`src/hw/rtl/cnnacc_pkg.sv`:
```
package cnnacc_pkg;

   localparam int SAMPLE_W = 32;
   localparam int NLL_W    = 48;
   localparam int CSR_IDX_W = 2;
   localparam int TABLE_W  = 22;
   localparam int TERM_W   = 50;
   localparam int Q_W      = 41;
   localparam int MAG_W    = 33;

   localparam logic [CSR_IDX_W-1:0] CSR_CENSOR_MODE = 2'd0;
   localparam logic [CSR_IDX_W-1:0] CSR_MEAN        = 2'd1;
   localparam logic [CSR_IDX_W-1:0] CSR_LOG_SIGMA   = 2'd2;
   localparam logic [CSR_IDX_W-1:0] CSR_INV_SIGMA   = 2'd3;

   localparam logic [1:0] MODE_LOWER = 2'd0;
   localparam logic [1:0] MODE_UPPER = 2'd1;
   localparam logic [1:0] MODE_BOTH  = 2'd2;

   localparam logic [31:0]    INV_SIGMA_RESET = 32'h0100_0000;
   localparam logic [Q_W-1:0] EIGHT_Q16       = 41'd524288;
   localparam logic [15:0]    HALF_LOG_2PI    = 16'd60224;
   localparam logic [15:0]    LN2_Q16         = 16'd45426;
   localparam logic [4:0]     LN_BIAS         = 5'd16;
   localparam logic [4:0]     LN_TOP          = 5'd31;
   localparam logic [4:0]     DIV_STEPS       = 5'd11;
   localparam logic [4:0]     LN_STEPS        = 5'd16;

   localparam logic signed [NLL_W-1:0] SUM_MAX = 48'sh7FFF_FFFF_FFFF;
   localparam logic signed [NLL_W-1:0] SUM_MIN = 48'sh8000_0000_0000;

   typedef enum logic [1:0] {KIND_UNC, KIND_LOWER, KIND_UPPER} kind_type;

   typedef enum logic [2:0] {PATH_UNC, PATH_ZERO, PATH_TABLE, PATH_TAIL, PATH_SAT} path_type;

   typedef enum logic [4:0] {
      OP_NONE, OP_FILL, OP_LOAD, OP_DIFF, OP_ABS, OP_MUL0, OP_MUL1, OP_SQ, OP_UNC,
      OP_TIDX, OP_RD0, OP_RD1, OP_CAP1, OP_TINT, OP_DIV, OP_LNNORM, OP_LNSQ,
      OP_LNMUL, OP_TAIL, OP_ACC, OP_SAT, OP_EMIT
   } op_type;

   typedef enum logic [4:0] {
      ST_FILL, ST_IDLE, ST_DIFF, ST_ABS, ST_MUL0, ST_MUL1, ST_ROUTE, ST_SQ, ST_UNC,
      ST_TIDX, ST_RD0, ST_RD1, ST_CAP1, ST_TINT, ST_DIV, ST_LNNORM, ST_LNSQ,
      ST_LNMUL, ST_TAIL, ST_ACC, ST_SAT, ST_DONE
   } state_type;

   typedef struct packed {
      op_type op;
   } cmd_type;

   typedef struct packed {
      logic     skip;
      logic     last;
      path_type path;
      logic     ln_norm;
      logic     fill_last;
   } stat_type;

   // -log Phi at -8, -7.5, ... 8, Q.16
   function automatic logic [TABLE_W-1:0] phi_anchor(input logic [5:0] k);
      logic [TABLE_W-1:0] v;
      unique case (k)
         6'd0:  v = 22'd2294641;
         6'd1:  v = 22'd2036590;
         6'd2:  v = 22'd1794658;
         6'd3:  v = 22'd1568811;
         6'd4:  v = 22'd1359005;
         6'd5:  v = 22'd1165189;
         6'd6:  v = 22'd987300;
         6'd7:  v = 22'd825257;
         6'd8:  v = 22'd678960;
         6'd9:  v = 22'd548278;
         6'd10: v = 22'd433044;
         6'd11: v = 22'd333031;
         6'd12: v = 22'd247935;
         6'd13: v = 22'd177337;
         6'd14: v = 22'd120653;
         6'd15: v = 22'd77065;
         6'd16: v = 22'd45426;
         6'd17: v = 22'd24179;
         6'd18: v = 22'd11322;
         6'd19: v = 22'd4531;
         6'd20: v = 22'd1508;
         6'd21: v = 22'd408;
         6'd22: v = 22'd89;
         6'd23: v = 22'd15;
         6'd24: v = 22'd2;
         default: v = '0;
      endcase
      return v;
   endfunction

endpackage

```
`src/hw/rtl/cnnacc_ctrl.sv`:
```
module cnnacc_ctrl import cnnacc_pkg::*; (
   input  logic     clock,
   input  logic     reset,
   input  logic     req_valid,
   output logic     req_ready,
   input  logic     rsp_ready,
   output logic     rsp_valid,
   output cmd_type  cmd,
   input  stat_type stat
);

   state_type state_ff, state_in;
   logic [4:0] cnt_ff, cnt_in;
   logic       rsp_valid_ff, rsp_valid_in;
   logic       emit;

   always_ff @(posedge clock) begin
      if (reset) begin
         state_ff     <= ST_FILL;
         cnt_ff       <= '0;
         rsp_valid_ff <= 1'b0;
      end else begin
         state_ff     <= state_in;
         cnt_ff       <= cnt_in;
         rsp_valid_ff <= rsp_valid_in;
      end
   end

   always_comb begin
      state_in     = state_ff;
      cnt_in       = cnt_ff;
      rsp_valid_in = rsp_valid_ff & ~rsp_ready;
      cmd.op       = OP_NONE;
      req_ready    = 1'b0;
      emit         = 1'b0;
      unique case (state_ff)
         ST_FILL: begin
            cmd.op = OP_FILL;
            if (stat.fill_last) state_in = ST_IDLE;
         end
         ST_IDLE: begin
            req_ready = 1'b1;
            if (req_valid) begin
               cmd.op   = OP_LOAD;
               state_in = ST_DIFF;
            end
         end
         ST_DIFF: begin
            if (stat.skip) begin
               state_in = ST_DONE;
            end else begin
               cmd.op   = OP_DIFF;
               state_in = ST_ABS;
            end
         end
         ST_ABS: begin
            cmd.op   = OP_ABS;
            state_in = ST_MUL0;
         end
         ST_MUL0: begin
            cmd.op   = OP_MUL0;
            state_in = ST_MUL1;
         end
         ST_MUL1: begin
            cmd.op   = OP_MUL1;
            state_in = ST_ROUTE;
         end
         ST_ROUTE: begin
            unique case (stat.path)
               PATH_UNC, PATH_TAIL: state_in = ST_SQ;
               PATH_TABLE:          state_in = ST_TIDX;
               PATH_SAT:            state_in = ST_SAT;
               default:             state_in = ST_DONE;
            endcase
         end
         ST_SQ: begin
            cmd.op   = OP_SQ;
            cnt_in   = '0;
            state_in = (stat.path == PATH_TAIL) ? ST_DIV : ST_UNC;
         end
         ST_UNC: begin
            cmd.op   = OP_UNC;
            state_in = ST_ACC;
         end
         ST_TIDX: begin
            cmd.op   = OP_TIDX;
            state_in = ST_RD0;
         end
         ST_RD0: begin
            cmd.op   = OP_RD0;
            state_in = ST_RD1;
         end
         ST_RD1: begin
            cmd.op   = OP_RD1;
            state_in = ST_CAP1;
         end
         ST_CAP1: begin
            cmd.op   = OP_CAP1;
            state_in = ST_TINT;
         end
         ST_TINT: begin
            cmd.op   = OP_TINT;
            state_in = ST_ACC;
         end
         ST_DIV: begin
            cmd.op = OP_DIV;
            if (cnt_ff == DIV_STEPS - 5'd1) begin
               cnt_in   = '0;
               state_in = ST_LNNORM;
            end else begin
               cnt_in = cnt_ff + 5'd1;
            end
         end
         ST_LNNORM: begin
            if (stat.ln_norm) begin
               state_in = ST_LNSQ;
            end else begin
               cmd.op = OP_LNNORM;
            end
         end
         ST_LNSQ: begin
            cmd.op = OP_LNSQ;
            if (cnt_ff == LN_STEPS - 5'd1) begin
               cnt_in   = '0;
               state_in = ST_LNMUL;
            end else begin
               cnt_in = cnt_ff + 5'd1;
            end
         end
         ST_LNMUL: begin
            cmd.op   = OP_LNMUL;
            state_in = ST_TAIL;
         end
         ST_TAIL: begin
            cmd.op   = OP_TAIL;
            state_in = ST_ACC;
         end
         ST_ACC: begin
            cmd.op   = OP_ACC;
            state_in = ST_DONE;
         end
         ST_SAT: begin
            cmd.op   = OP_SAT;
            state_in = ST_DONE;
         end
         ST_DONE: begin
            if (!stat.last) begin
               state_in = ST_IDLE;
            end else if (!rsp_valid_ff || rsp_ready) begin
               cmd.op       = OP_EMIT;
               emit         = 1'b1;
               rsp_valid_in = 1'b1;
               state_in     = ST_IDLE;
            end
         end
         default: state_in = ST_IDLE;
      endcase
   end

   assign rsp_valid = rsp_valid_ff;

   assert property (@(posedge clock) disable iff (reset) state_ff == ST_DIV |-> cnt_ff < DIV_STEPS)
      else $error("divider step count out of range");
   assert property (@(posedge clock) disable iff (reset) emit |=> rsp_valid_ff)
      else $error("emitted result not presented");

endmodule

```
`config.mk`:
```
export PLATFORM = sky130hd
export DESIGN_NAME = cnnacc_ctrl
export DESIGN_NICKNAME = d
export VERILOG_FILES = /design/src/hw/rtl/cnnacc_pkg.sv /design/src/hw/rtl/cnnacc_ctrl.sv
export SDC_FILE = /design/constraint.sdc
export NUM_CORES = 1
export LEC_CHECK = 0
export BUFFER_PORTS_ARGS = -buffer_cell sky130_fd_sc_hd__buf_2
export CORE_AREA = 2 2 50 52
export CTS_BUF_LIST = sky130_fd_sc_hd__clkbuf_8
export DETAILED_ROUTE_END_ITERATION = 12
export DIE_AREA = 0 0 52 54
export HOLD_SLACK_MARGIN = 0.05
export PLACE_DENSITY_LB_ADDON = 0.08
export SETUP_SLACK_MARGIN = 0.5
export SYNTH_ARGS = -nofsm -noshare
export SYNTH_HDL_FRONTEND = slang
export SYNTH_SLANG_ARGS = --single-unit
export TNS_END_PERCENT = 30
```
`constraint.sdc`:
```
create_clock -name clock -period 2.5 [get_ports clock]
set_clock_uncertainty 0.2 [all_clocks]
set_input_delay 0.125 -clock clock [delete_from_list [all_inputs] [get_ports clock]]
set_output_delay 0.125 -clock clock [all_outputs]
set_load 0.02 [all_outputs]
```
==> Word-level counts from Yosys, hierarchy flattened <==
Cells that the tools add are included.
{ "word_totals": {"ff_bits": 11, "out_inout_bits": 7, "wordCells": 71} }
{ "classes": {"add_sub_neg": 1, "n_eq_ne": 32, "muxes": 24, "n_bitwise": 2, "n_reduce_logical": 9} }
{ "ops": {"columns": ["op", "n"], "rows": [
  ["$pmux W5 S21", 1],
  ["$pmux W5 S19", 1],
  ["$mux W5", 12],
  ["$eq A5 B4 Y1 const B", 10],
  ["$eq A5 B5 Y1 const B", 6],
  ["$pmux W5 S3", 2],
  ["$eq A5 B3 Y1 const B", 4],
  ["$eq A5 B2 Y1 const B", 2],
  ["$ne A2 B2 Y1 const B", 5],
  ["$eq A3 B2 Y1 const B", 2],
  ["$reduce_and A6 Y1", 1],
  ["$add A5 B1 Y5 const B", 1],
  ["$eq A5 B1 Y1 const B", 1],
  ["$logic_not A5 Y1", 1],
  ["$mux W1", 4],
  ["$mux W2", 2],
  ["$mux W4", 1],
  ["$reduce_or A2 Y1", 2],
  ["$eq A3 B3 Y1 const B", 1],
  ["$logic_not A3 Y1", 1],
  ["$mux W3", 1],
  ["$ne A3 B3 Y1 const B", 1],
  ["$reduce_bool A3 Y1", 1],
  ["$reduce_or A3 Y1", 1],
  ["4 further kinds", 4]
]} }

==> Depth between registers and ports, before layout <==
Gate-level depths: netlist of the first run.
{ "logic_depth": {"word_depth": 5, "ltp_mapped": 7, "ltp_nobuf": 7} }

==> Least setup slack after synthesis of the first run <==
Ideal clock, no wire load.
{ "synth_path": {"path_type": "flip-flop to flip-flop", "startpoint": "reg cnt_ff[0]", "endpoint": "reg cnt_ff[3]", "setup_time_ns": 0.091, "arrival_ns": 1.452, "required_ns": 2.209, "slack_ns": 0.757, "stages_incl_launch_ff": 8, "path_buffers": 0, "synth_period_minus_slack_ns": 1.743, "cell_sequence": "dfxtp_1 > ha_1 > nand3_1 > inv_1 > ha_1 > o21ai_4 > a41oi_1 > a311oi_1"} }
{ "synth_via": {"elab_chain_cells": 3} }
{ "synth_rtl": {"columns": ["element", "line_no", "rtl"], "rows": [
  ["from (decl)", "cnnacc_ctrl.sv:13", "logic [4:0] cnt_ff, cnt_in;"],
  ["from (signal assigned)", "cnnacc_ctrl.sv:24", "cnt_ff <= cnt_in;"],
  ["$add A5 B1 Y5 (tied with other cells)", "cnnacc_ctrl.sv:111, cnnacc_ctrl.sv:127", null],
  ["$mux W5 (on tied branches)", "cnnacc_ctrl.sv:123, cnnacc_ctrl.sv:107", null],
  ["$pmux W5 S3 (*)", "cnnacc_ctrl.sv:36", "unique case (state_ff)"]
]} }
Every way passes the cells marked *; elsewhere a longest branch is shown, timed or not.
A chain may end at the register's enable or synchronous reset.

==> out/qor.csv, run 1 <==
metric,value,unit
Layout area overhead,22.1,%
unrepaired setup endpoints after global routing,yes,
global-route wire length before repair,5530,µm
vias in the first global route,1175,
power per cell area,819,nW/µm²
clock root cell,clkbuf_8,
Post-synth top flop,dfxtp_1,
Sw Pwr,0.566,mW
CTS tree,built,
Static Leakage,0.614,nW
core area,2320,µm²
share of cells above drive strength 1,40.2,%
Layout Nets,195,
WL per Instance,16.5,µm
clk buf depth,2,
"Async S/R FF share, synth",0,%
Final GP Congestion,0.861,
maximum VDD drop,561,µV
Sink Count,11,
CP endpoint kind,output port,
Initial Utilization,53.1,%
Synth area leader,dfxtp_1,
Slew headroom,71.3,%
Commonest cells post-synth,"a21oi_1, dfxtp_1, nor2_1",
# IOs,18,
total length of routed wires,3450,µm
sequential share of power,22.0,%
Detail Route Antenna Nets,0,
post-detail-place hpwl,2360,µm
synthesized area,1230,µm²
Die X,52,µm
CP Launch Type,flop,
final hold vios,0,
cells after synthesis,150,
gr usage total,26.8,%
Worst-Margin Slew,0.427,ns
Yosys reg bits,11,
total of max-cap violations,0,
Synth Net Count,165,
Final Cycle Share,80.4,%
clk slew on worst S/H paths,0.05,ns
WP data arrival,1.68,ns
height of the die,54,µm
yosys warns,0,
Final TNS setup,0,ns
Comb power frac,63.4,%
H-tree Lvls,1,
number of DRC markers in iteration 0,66,
largest net degree at the start of global routing,18,
diode count,0,
share of the synthesized area in the top cell type,17.9,%
post-synth cell types,64,
"Remaining Overflow, GRT",0,
"EDFF count, synth",0,
most common cell in the netlist,a21oi_1,
final setup fails,0,
I/O Buffers,17,
clock power share,14.6,%
P_int,0.664,mW
"top cells by area, synth","dfxtp_1, a21oi_1, buf_6",
Sw Share,46.0,%
fmax,498,MHz
Final min period,2.01,ns
Hold Crit Class,in2reg,
Critical Path Fanout Max,8,
total CTS buffers,3,
crit path kind,reg2out,
run status,completed,
Rows,18,
"Clk Latency, worst-skew pair",0.24,ns
initial antenna violation count,0,
die footprint,2810,µm²
vias post-DR,1345,
part of the Yosys area used for sequential elements,17.9,%
drt drc,0,
via/cell ratio,6.44,
syn avg cell area,8.21,µm²
DRT Pass-1 Iters,4,
Required @ worst endpoint,2.17,ns
fin. max-slew vios,0,
hold slack,0.124,ns
-- cell families (layout without fill, tap and decap cells) --
kind of cell,Yosys count,count (layout),synth area share (%)
adders and majority gates,4,4,4.07
muxes,1,1,0.813
buffers and inverters,21,50,11.6
AOI/OAI and AO/OA,62,62,37.6
DFF,11,11,17.9
and+or+nand+nor,51,51,28.0
-- through the flow --
step	area (µm²)	util, %	std cells	power, mW	setup WS (ns)
after floorplan	1230	-	150	0.822	0.757
after global placement	1290	55.6	191	0.941	0.465
after detailed placement	1290	55.6	191	0.947	0.453
after CTS	1450	62.5	206	1.19	0.502
after global routing	1500	64.8	209	1.31	0.435
final	1500	64.8	209	1.23	0.491
-- timing repair --
item / 4_1_cts / 5_1_grt
buffers inserted: 8 / 3
gates cloned: 1 / 0
gates resized for setup: 12 / 13
pin swaps: 0 / 2
hold buffers: 2 / 0
hold endpoints to repair: 3 / 0
endpoints found under the setup margin: 7 / 12
-- worst paths after layout --
path                  to  cells past startpoint  slack, ns   startpoint
min            rsp_valid                      4       0.12      stat[5]
min reg2reg    cnt_ff[0]                      1       0.31    cnt_ff[0]
max               cmd[0]                      7       0.49  state_ff[2]
max reg2reg  state_ff[4]                      7       0.62  state_ff[2]
-- critical path: stages (launching register included) --
cell,delay [ns]
dfxtp_4,0.36
buf_6,0.14
and3_1,0.16
o21bai_1,0.16
a221o_1,0.30
nor2_1,0.08
a311o_1,0.13
buf_6,0.12
-- state kept, by name (all words and copies together) (netlist names) --
signal,cells
cnt_ff,5
state_ff,5
rsp_valid,1
-- metal layers --
| layer | vias up | GRT usage, % | routed length (µm) |
|---|---|---|---|
| li1 | 642 | - | - |
| met1 | 631 | 32.0 | 1420 |
| met2 | 62 | 47.9 | 1750 |
| met3 | 10 | 5.56 | 203 |
| met4 | 0 | 8.33 | 81 |
| met5 | - | 0 | 0 |
-- final cells by class --
type	count	area [µm²]
inverter	9	37.5
clock buffer	3	41.3
timing repair buffer	37	256
fill	210	817
tap	30	37.5
multi-input combinational	118	886
clock inverter	1	5.00
sequential	11	239
-- power groups by stage --
stage / clock, mW / combinational (mW) / sequential, mW
after floorplan: 0 / 0.590 / 0.232
after global placement: 0 / 0.681 / 0.261
after detailed placement: 0 / 0.686 / 0.261
after CTS: 0.185 / 0.745 / 0.265
after global routing: 0.190 / 0.848 / 0.277
final: 0.179 / 0.780 / 0.270
-- placed cells by master (no fill, tap or decap), types with 3 or more instances in the layout --
cell and instances:
o22ai_1 4, o21ai_0 5, buf_2 15, nor2b_1 4, a21oi_1 12, dfxtp_2 3, buf_6 3, and2b_2 3
ha_1 4, buf_4 17, nand3_1 5, o32ai_1 3, inv_1 7, a311oi_1 4, clkbuf_8 3, dfxtp_4 4
nor2_1 9, dfxtp_1 4, a31oi_1 4, nand2_1 5
(Power assumes the default switching activity.)
==> inputs of run 2 (changes only) <==
--- a/config.mk
+++ b/config.mk
@@ -6,10 +6,10 @@
 export NUM_CORES = 1
 export LEC_CHECK = 0
 export BUFFER_PORTS_ARGS = -buffer_cell sky130_fd_sc_hd__buf_2
-export CORE_AREA = 2 2 50 52
+export CORE_AREA = 2 2 52 54
 export CTS_BUF_LIST = sky130_fd_sc_hd__clkbuf_8
 export DETAILED_ROUTE_END_ITERATION = 12
-export DIE_AREA = 0 0 52 54
+export DIE_AREA = 0 0 54 56
 export HOLD_SLACK_MARGIN = 0.05
 export PLACE_DENSITY_LB_ADDON = 0.08
 export SETUP_SLACK_MARGIN = 0.5
==> constraint.sdc (replaced) <==
create_clock -name clock -period 1.8 [get_ports clock]
set_clock_uncertainty 0.2 [all_clocks]
set_input_delay 0.09 -clock clock [delete_from_list [all_inputs] [get_ports clock]]
set_output_delay 0.09 -clock clock [all_outputs]
set_load 0.02 [all_outputs]
==> run 2 against run 1 <==
Critical path depth shrank 1. Clock-buffer cell count unchanged. Largest power group unchanged. Die area is 7.7% higher. Hold slack worse by 0.12 ns. Routed wire length grew 20%. The flow now finishes with violations (negative setup slack). Utilization rose by 10 points. Sequential cell count stayed put. Total power is 63% higher. Register-to-register slack got worse by 0.63 ns.
==> out/qor.csv, run 2 (synthesis results as in run 1) <==
metric,value,unit
run status,finished with violations,
failing checks,negative setup slack,
Static Leakage,0.735,nW
CP endpoint kind,output port,
Final Cycle Share,104,%
P_int,1.08,mW
Hold Path Origin,rsp_ready,
final hold vios,0,
initial antenna violation count,0,
Slew headroom,73.8,%
height of the die,56,µm
CTS tree,built,
DRT Pass-1 Iters,5,
total length of routed wires,4160,µm
vias in the first global route,1353,
clock power share,12.5,%
Comb power frac,68.9,%
unrepaired setup endpoints after global routing,yes,
Detail Route Antenna Nets,0,
cell depth of the worst hold path,3,
number of DRC markers in iteration 0,61,
global-route wire length before repair,6820,µm
crit path kind,reg2out,
"commonest non-fill, non-tap cell in the layout",buf_4,
hold_buf cts,3,
sequential share of power,18.6,%
gr usage total,30.5,%
slack of the critical path,-0.0789,ns
share of cells above drive strength 1,54.0,%
H-tree Lvls,1,
maximum VDD drop,935,µV
Final GP Congestion,0.871,
WP data arrival,1.59,ns
FF-to-FF End,state_ff[4],
power per cell area,1100,nW/µm²
Worst Hold End,rsp_valid,
Rows,18,
Final TNS setup,-0.226,ns
Hold Crit Class,in2reg,
clock root cell,clkbuf_8,
Placement Cell Area,1480,µm²
Worst path slowest cell,dfxtp_4,
CP Launch Type,flop,
Worst R2R Setup Slack,-0.01,ns
Die X,54,µm
Critical Path Fanout Max,6,
final setup fails,6,
Reg2Reg Depth,6,
Sink Count,11,
Layout fillers,173,
# IOs,18,
total of max-cap violations,0,
Final min period,1.88,ns
Layout area overhead,48.4,%
Initial Utilization,50.6,%
die footprint,3020,µm²
total CTS buffers,3,
I/O Buffers,17,
Layout Nets,214,
largest stage delay on the critical path,0.38,ns
Sw Share,46.4,%
critical-path cell list,buf_6 > and2b_2 > a221o_1 > nor2_1 > a311o_1 > buf_6,
vias post-DR,1435,
drt drc,0,
Sw Pwr,0.933,mW
Worst-Margin Slew,0.392,ns
diode count,0,
reg2reg start,state_ff[2],
clk slew on worst S/H paths,0.05,ns
Final Cell Area,1830,µm²
fmax,532,MHz
Worst path most repeated cell,buf_6,
WL per Instance,18.2,µm
hold slack,0.00831,ns
largest net degree at the start of global routing,17,
"Remaining Overflow, GRT",0,
most frequent cells in the layout,"buf_4, a21oi_1, buf_2",
fin. max-slew vios,0,
Required @ worst endpoint,1.51,ns
via/cell ratio,6.29,
post-detail-place hpwl,2810,µm
"Clk Latency, worst-skew pair",0.24,ns
clk buf depth,2,
core area,2430,µm²
-- run 2: layout make-up --
| type | instances | area (µm²) | area share, % |
|---|---|---|---|
| clock buffer | 3 | 41.3 | 2.26 |
| multi-input combinational | 118 | 1020 | 55.7 |
| clock inverter | 1 | 3.75 | 0.205 |
| sequential | 11 | 241 | 13.2 |
| timing repair buffer | 56 | 450 | 24.7 |
| tap | 30 | 37.5 | 2.05 |
| inverter | 9 | 35.0 | 1.92 |
-- run 2: worst max path at each step --
stage,cells past startpoint,slack (ns),endpoint,startpoint
3_5_place_dp,5,-0.06,cnt_ff[2],state_ff[3]
2_1_floorplan,6,0.19,cmd[0],state_ff[2]
5_1_grt,6,-0.15,cmd[0],state_ff[3]
4_1_cts,6,-0.06,cmd[0],state_ff[3]
6_report,6,-0.08,cmd[0],state_ff[3]
3_3_place_gp,5,-0.06,cnt_ff[2],state_ff[3]
-- run 2: metal layers --
| layer | track usage (%) | wire, µm | up-vias |
|---|---|---|---|
| li1 | - | - | 679 |
| met1 | 44.3 | 1830 | 691 |
| met2 | 45.6 | 1960 | 59 |
| met3 | 4.84 | 312 | 6 |
| met4 | 8.57 | 52 | 0 |
| met5 | 0 | 0 | - |
-- run 2: stage by stage --
step / instances / utilization [%] / total power, mW / setup slack [ns]
after floorplan: 150 / - / 1.17 / 0.188
after global placement: 210 / 60.8 / 1.49 / -0.0576
after detailed placement: 210 / 60.8 / 1.51 / -0.0554
after CTS: 227 / 73.6 / 1.94 / -0.0617
after global routing: 228 / 75.1 / 2.12 / -0.153
final: 228 / 75.1 / 2.01 / -0.0789
-- run 2: power by group through the flow --
stage          clock network (mW)  registers, mW  logic [mW]
2_1_floorplan                   0          0.329       0.840
6_report                    0.251          0.373        1.38
5_1_grt                     0.272          0.374        1.48
4_1_cts                     0.256          0.356        1.32
3_5_place_dp                    0          0.358        1.15
3_3_place_gp                    0          0.355        1.14
-- run 2: timing repair --
item,CTS,global route
hold endpoints to repair,8,1
setup endpoints to repair,17,17
resized for setup,49,7
pin swaps,19,4
gates cloned,0,0
buffers inserted,10,1
-- run 2: critical path, delay by kind of cell (launching register included) --
family / cells / cell delay [ns]
AOI/OAI and AO/OA: 2 / 0.39
buffers and inverters: 2 / 0.26
DFF: 1 / 0.38
and+or+nand+nor: 2 / 0.31
==> inputs of run 3 (changes only) <==
--- a/config.mk
+++ b/config.mk
@@ -6,10 +6,12 @@
 export NUM_CORES = 1
 export LEC_CHECK = 0
 export BUFFER_PORTS_ARGS = -buffer_cell sky130_fd_sc_hd__buf_2
-export CORE_AREA = 2 2 52 54
+export CELL_PAD_IN_SITES_DETAIL_PLACEMENT = 1
+export CELL_PAD_IN_SITES_GLOBAL_PLACEMENT = 1
+export CORE_AREA = 2 2 59 61
 export CTS_BUF_LIST = sky130_fd_sc_hd__clkbuf_8
 export DETAILED_ROUTE_END_ITERATION = 12
-export DIE_AREA = 0 0 54 56
+export DIE_AREA = 0 0 61 63
 export HOLD_SLACK_MARGIN = 0.05
 export PLACE_DENSITY_LB_ADDON = 0.08
 export SETUP_SLACK_MARGIN = 0.5
==> run 3 against run 2 <==
The flow still finishes with violations (negative setup slack). Setup slack worse by 0.18 ns. Total power up 20%. Non-clock buffer count grew 5. Critical endpoint is now state_ff[4]. Sequential power barely moved. Sequential share of layout area is 1.2 points lower. Hold slack gained 0.038 ns. Highest routed layer unchanged. Global-route usage is 3.0 points lower. Maximum frequency down 8.9%. Sequential cell count stayed put. Die area increased by 27%. First-iteration DRC count is 57% higher. Critical path type is now reg2reg.
==> out/qor.csv, run 3 (synthesis results as in run 1) <==
metric,value,unit
run status,finished with violations,
failing checks,negative setup slack,
Rows,21,
Slew headroom,72.2,%
number of DRC markers in iteration 0,96,
Sequential Area,241,µm²
fin. max-slew vios,0,
initial antenna violation count,0,
via/cell ratio,6.09,
clk slew on worst S/H paths,0.06,ns
critical-path cell list,buf_12 > buf_4 > and2_4 > a32oi_4 > o21bai_4 > nor4_1 > nor3_1,
"commonest non-fill, non-tap cell in the layout",buf_4,
WP data arrival,1.97,ns
Required @ worst endpoint,1.71,ns
maximum VDD drop,529,µV
Final Cycle Share,115,%
slack of the critical path,-0.263,ns
share of cells above drive strength 1,58.1,%
Final min period,2.06,ns
final hold vios,0,
unrepaired setup endpoints after global routing,yes,
Die X,61,µm
Multi-input gate area,1090,µm²
Hold Path Origin,rsp_ready,
reg2reg start,state_ff[0],
Worst path slowest cell,nor4_1,
core area,3230,µm²
Placement Cell Area,1500,µm²
largest stage delay on the critical path,0.41,ns
Worst Hold End,rsp_valid,
most frequent cells in the layout,"buf_4, a21oi_1, buf_2",
Detail Route Antenna Nets,0,
placed insts,225,
largest net degree at the start of global routing,12,
Layout fillers,361,
clock power share,10.9,%
Critical Path Fanout Max,9,
pre-CTS setup slack,-0.0212,ns
CP Launch Type,flop,
diode count,0,
vias in the first global route,1520,
I/O Buffers,17,
clock root cell,clkbuf_8,
Final GP Congestion,0.838,
Final Cell Area,2010,µm²
Initial Utilization,38.1,%
H-tree Lvls,1,
crit path kind,reg2reg,
post-detail-place hpwl,3080,µm
final setup fails,14,
# IOs,18,
DRT Pass-1 Iters,4,
Hold Crit Class,in2reg,
P_int,1.28,mW
CTS tree,built,
vias post-DR,1517,
fmax,485,MHz
Static Leakage,0.789,nW
Worst R2R Setup Slack,-0.26,ns
fin cells,249,
"Remaining Overflow, GRT",0,
total of max-cap violations,0,
drt drc,0,
Sink Count,11,
cell depth of the worst hold path,3,
power per cell area,1200,nW/µm²
Comb power frac,73.8,%
clk buf depth,2,
CP endpoint kind,flop,
gr usage total,27.5,%
Worst-Margin Slew,0.414,ns
Layout Nets,219,
Sw Pwr,1.13,mW
Reg2Reg Depth,7,
WL per Instance,22.6,µm
sequential share of power,15.3,%
Sw Share,46.8,%
total length of routed wires,5630,µm
die footprint,3840,µm²
FF-to-FF End,state_ff[4],
global-route wire length before repair,7800,µm
total CTS buffers,3,
Layout area overhead,62.9,%
height of the die,63,µm
"Clk Latency, worst-skew pair",0.25,ns
## run 3: metrics by stage
step	total power [mW]	TNS [ns]	util (%)	hold slack, ns
after global routing	2.52	-1.95	62.1	0.0750
final	2.41	-1.07	62.1	0.0460
after global placement	1.51	-0.0131	46.5	0.235
after CTS	2.07	-0.471	56.1	0.0215
after floorplan	1.17	0	-	0.00728
after detailed placement	1.54	-0.0366	46.5	0.260
## run 3: timing repair
item / in CTS / in global routing
pin swaps: 11 / 11
resized for setup: 35 / 38
hold buffers: 3 / 0
hold endpoints to repair: 6 / 0
setup buffers: 12 / 4
gates cloned: 1 / 0
setup endpoints to repair: 17 / 17
## run 3: power by group through the flow
stage	clock, mW	sequential, mW	combinational, mW
after floorplan	0	0.329	0.840
final	0.262	0.370	1.78
after CTS	0.269	0.356	1.44
after global routing	0.282	0.374	1.86
after global placement	0	0.351	1.16
after detailed placement	0	0.354	1.18
## run 3: worst max-delay path by stage
stage	cells after the start	slack [ns]	startpoint	to
floorplan	6	0.19	state_ff[2]	cmd[0]
global placement	6	-0.01	state_ff[3]	state_ff[2]
detailed placement	6	-0.02	state_ff[3]	state_ff[2]
CTS	6	-0.1	state_ff[0]	cmd[0]
global route	7	-0.26	state_ff[0]	state_ff[4]
finish	7	-0.26	state_ff[0]	state_ff[4]
## run 3: layout make-up
| type | instances | area share (%) |
|---|---|---|
| Tap cell | 46 | 2.87 |
| Multi-Input combinational cell | 118 | 54.1 |
| Inverter | 9 | 1.93 |
| Timing Repair Buffer | 61 | 26.8 |
| Sequential cell | 11 | 12.0 |
| Clock inverter | 1 | 0.187 |
| Clock buffer | 3 | 2.06 |
## run 3: layer usage
metal / GRT usage [%] / share of wire (%)
met4: 12.2 / 1.8
met2: 41.7 / 51
met3: 6.00 / 5.3
met5: 0 / 0
met1: 36.4 / 41
## run 3: worst max-delay path, delay by kind of cell, from the launching register on
kind | cells | cell delay, ns
DFF | 1 | 0.36
AOI/OAI and AO/OA | 2 | 0.39
buffers and inverters | 2 | 0.27
and+or+nand+nor | 3 | 0.68
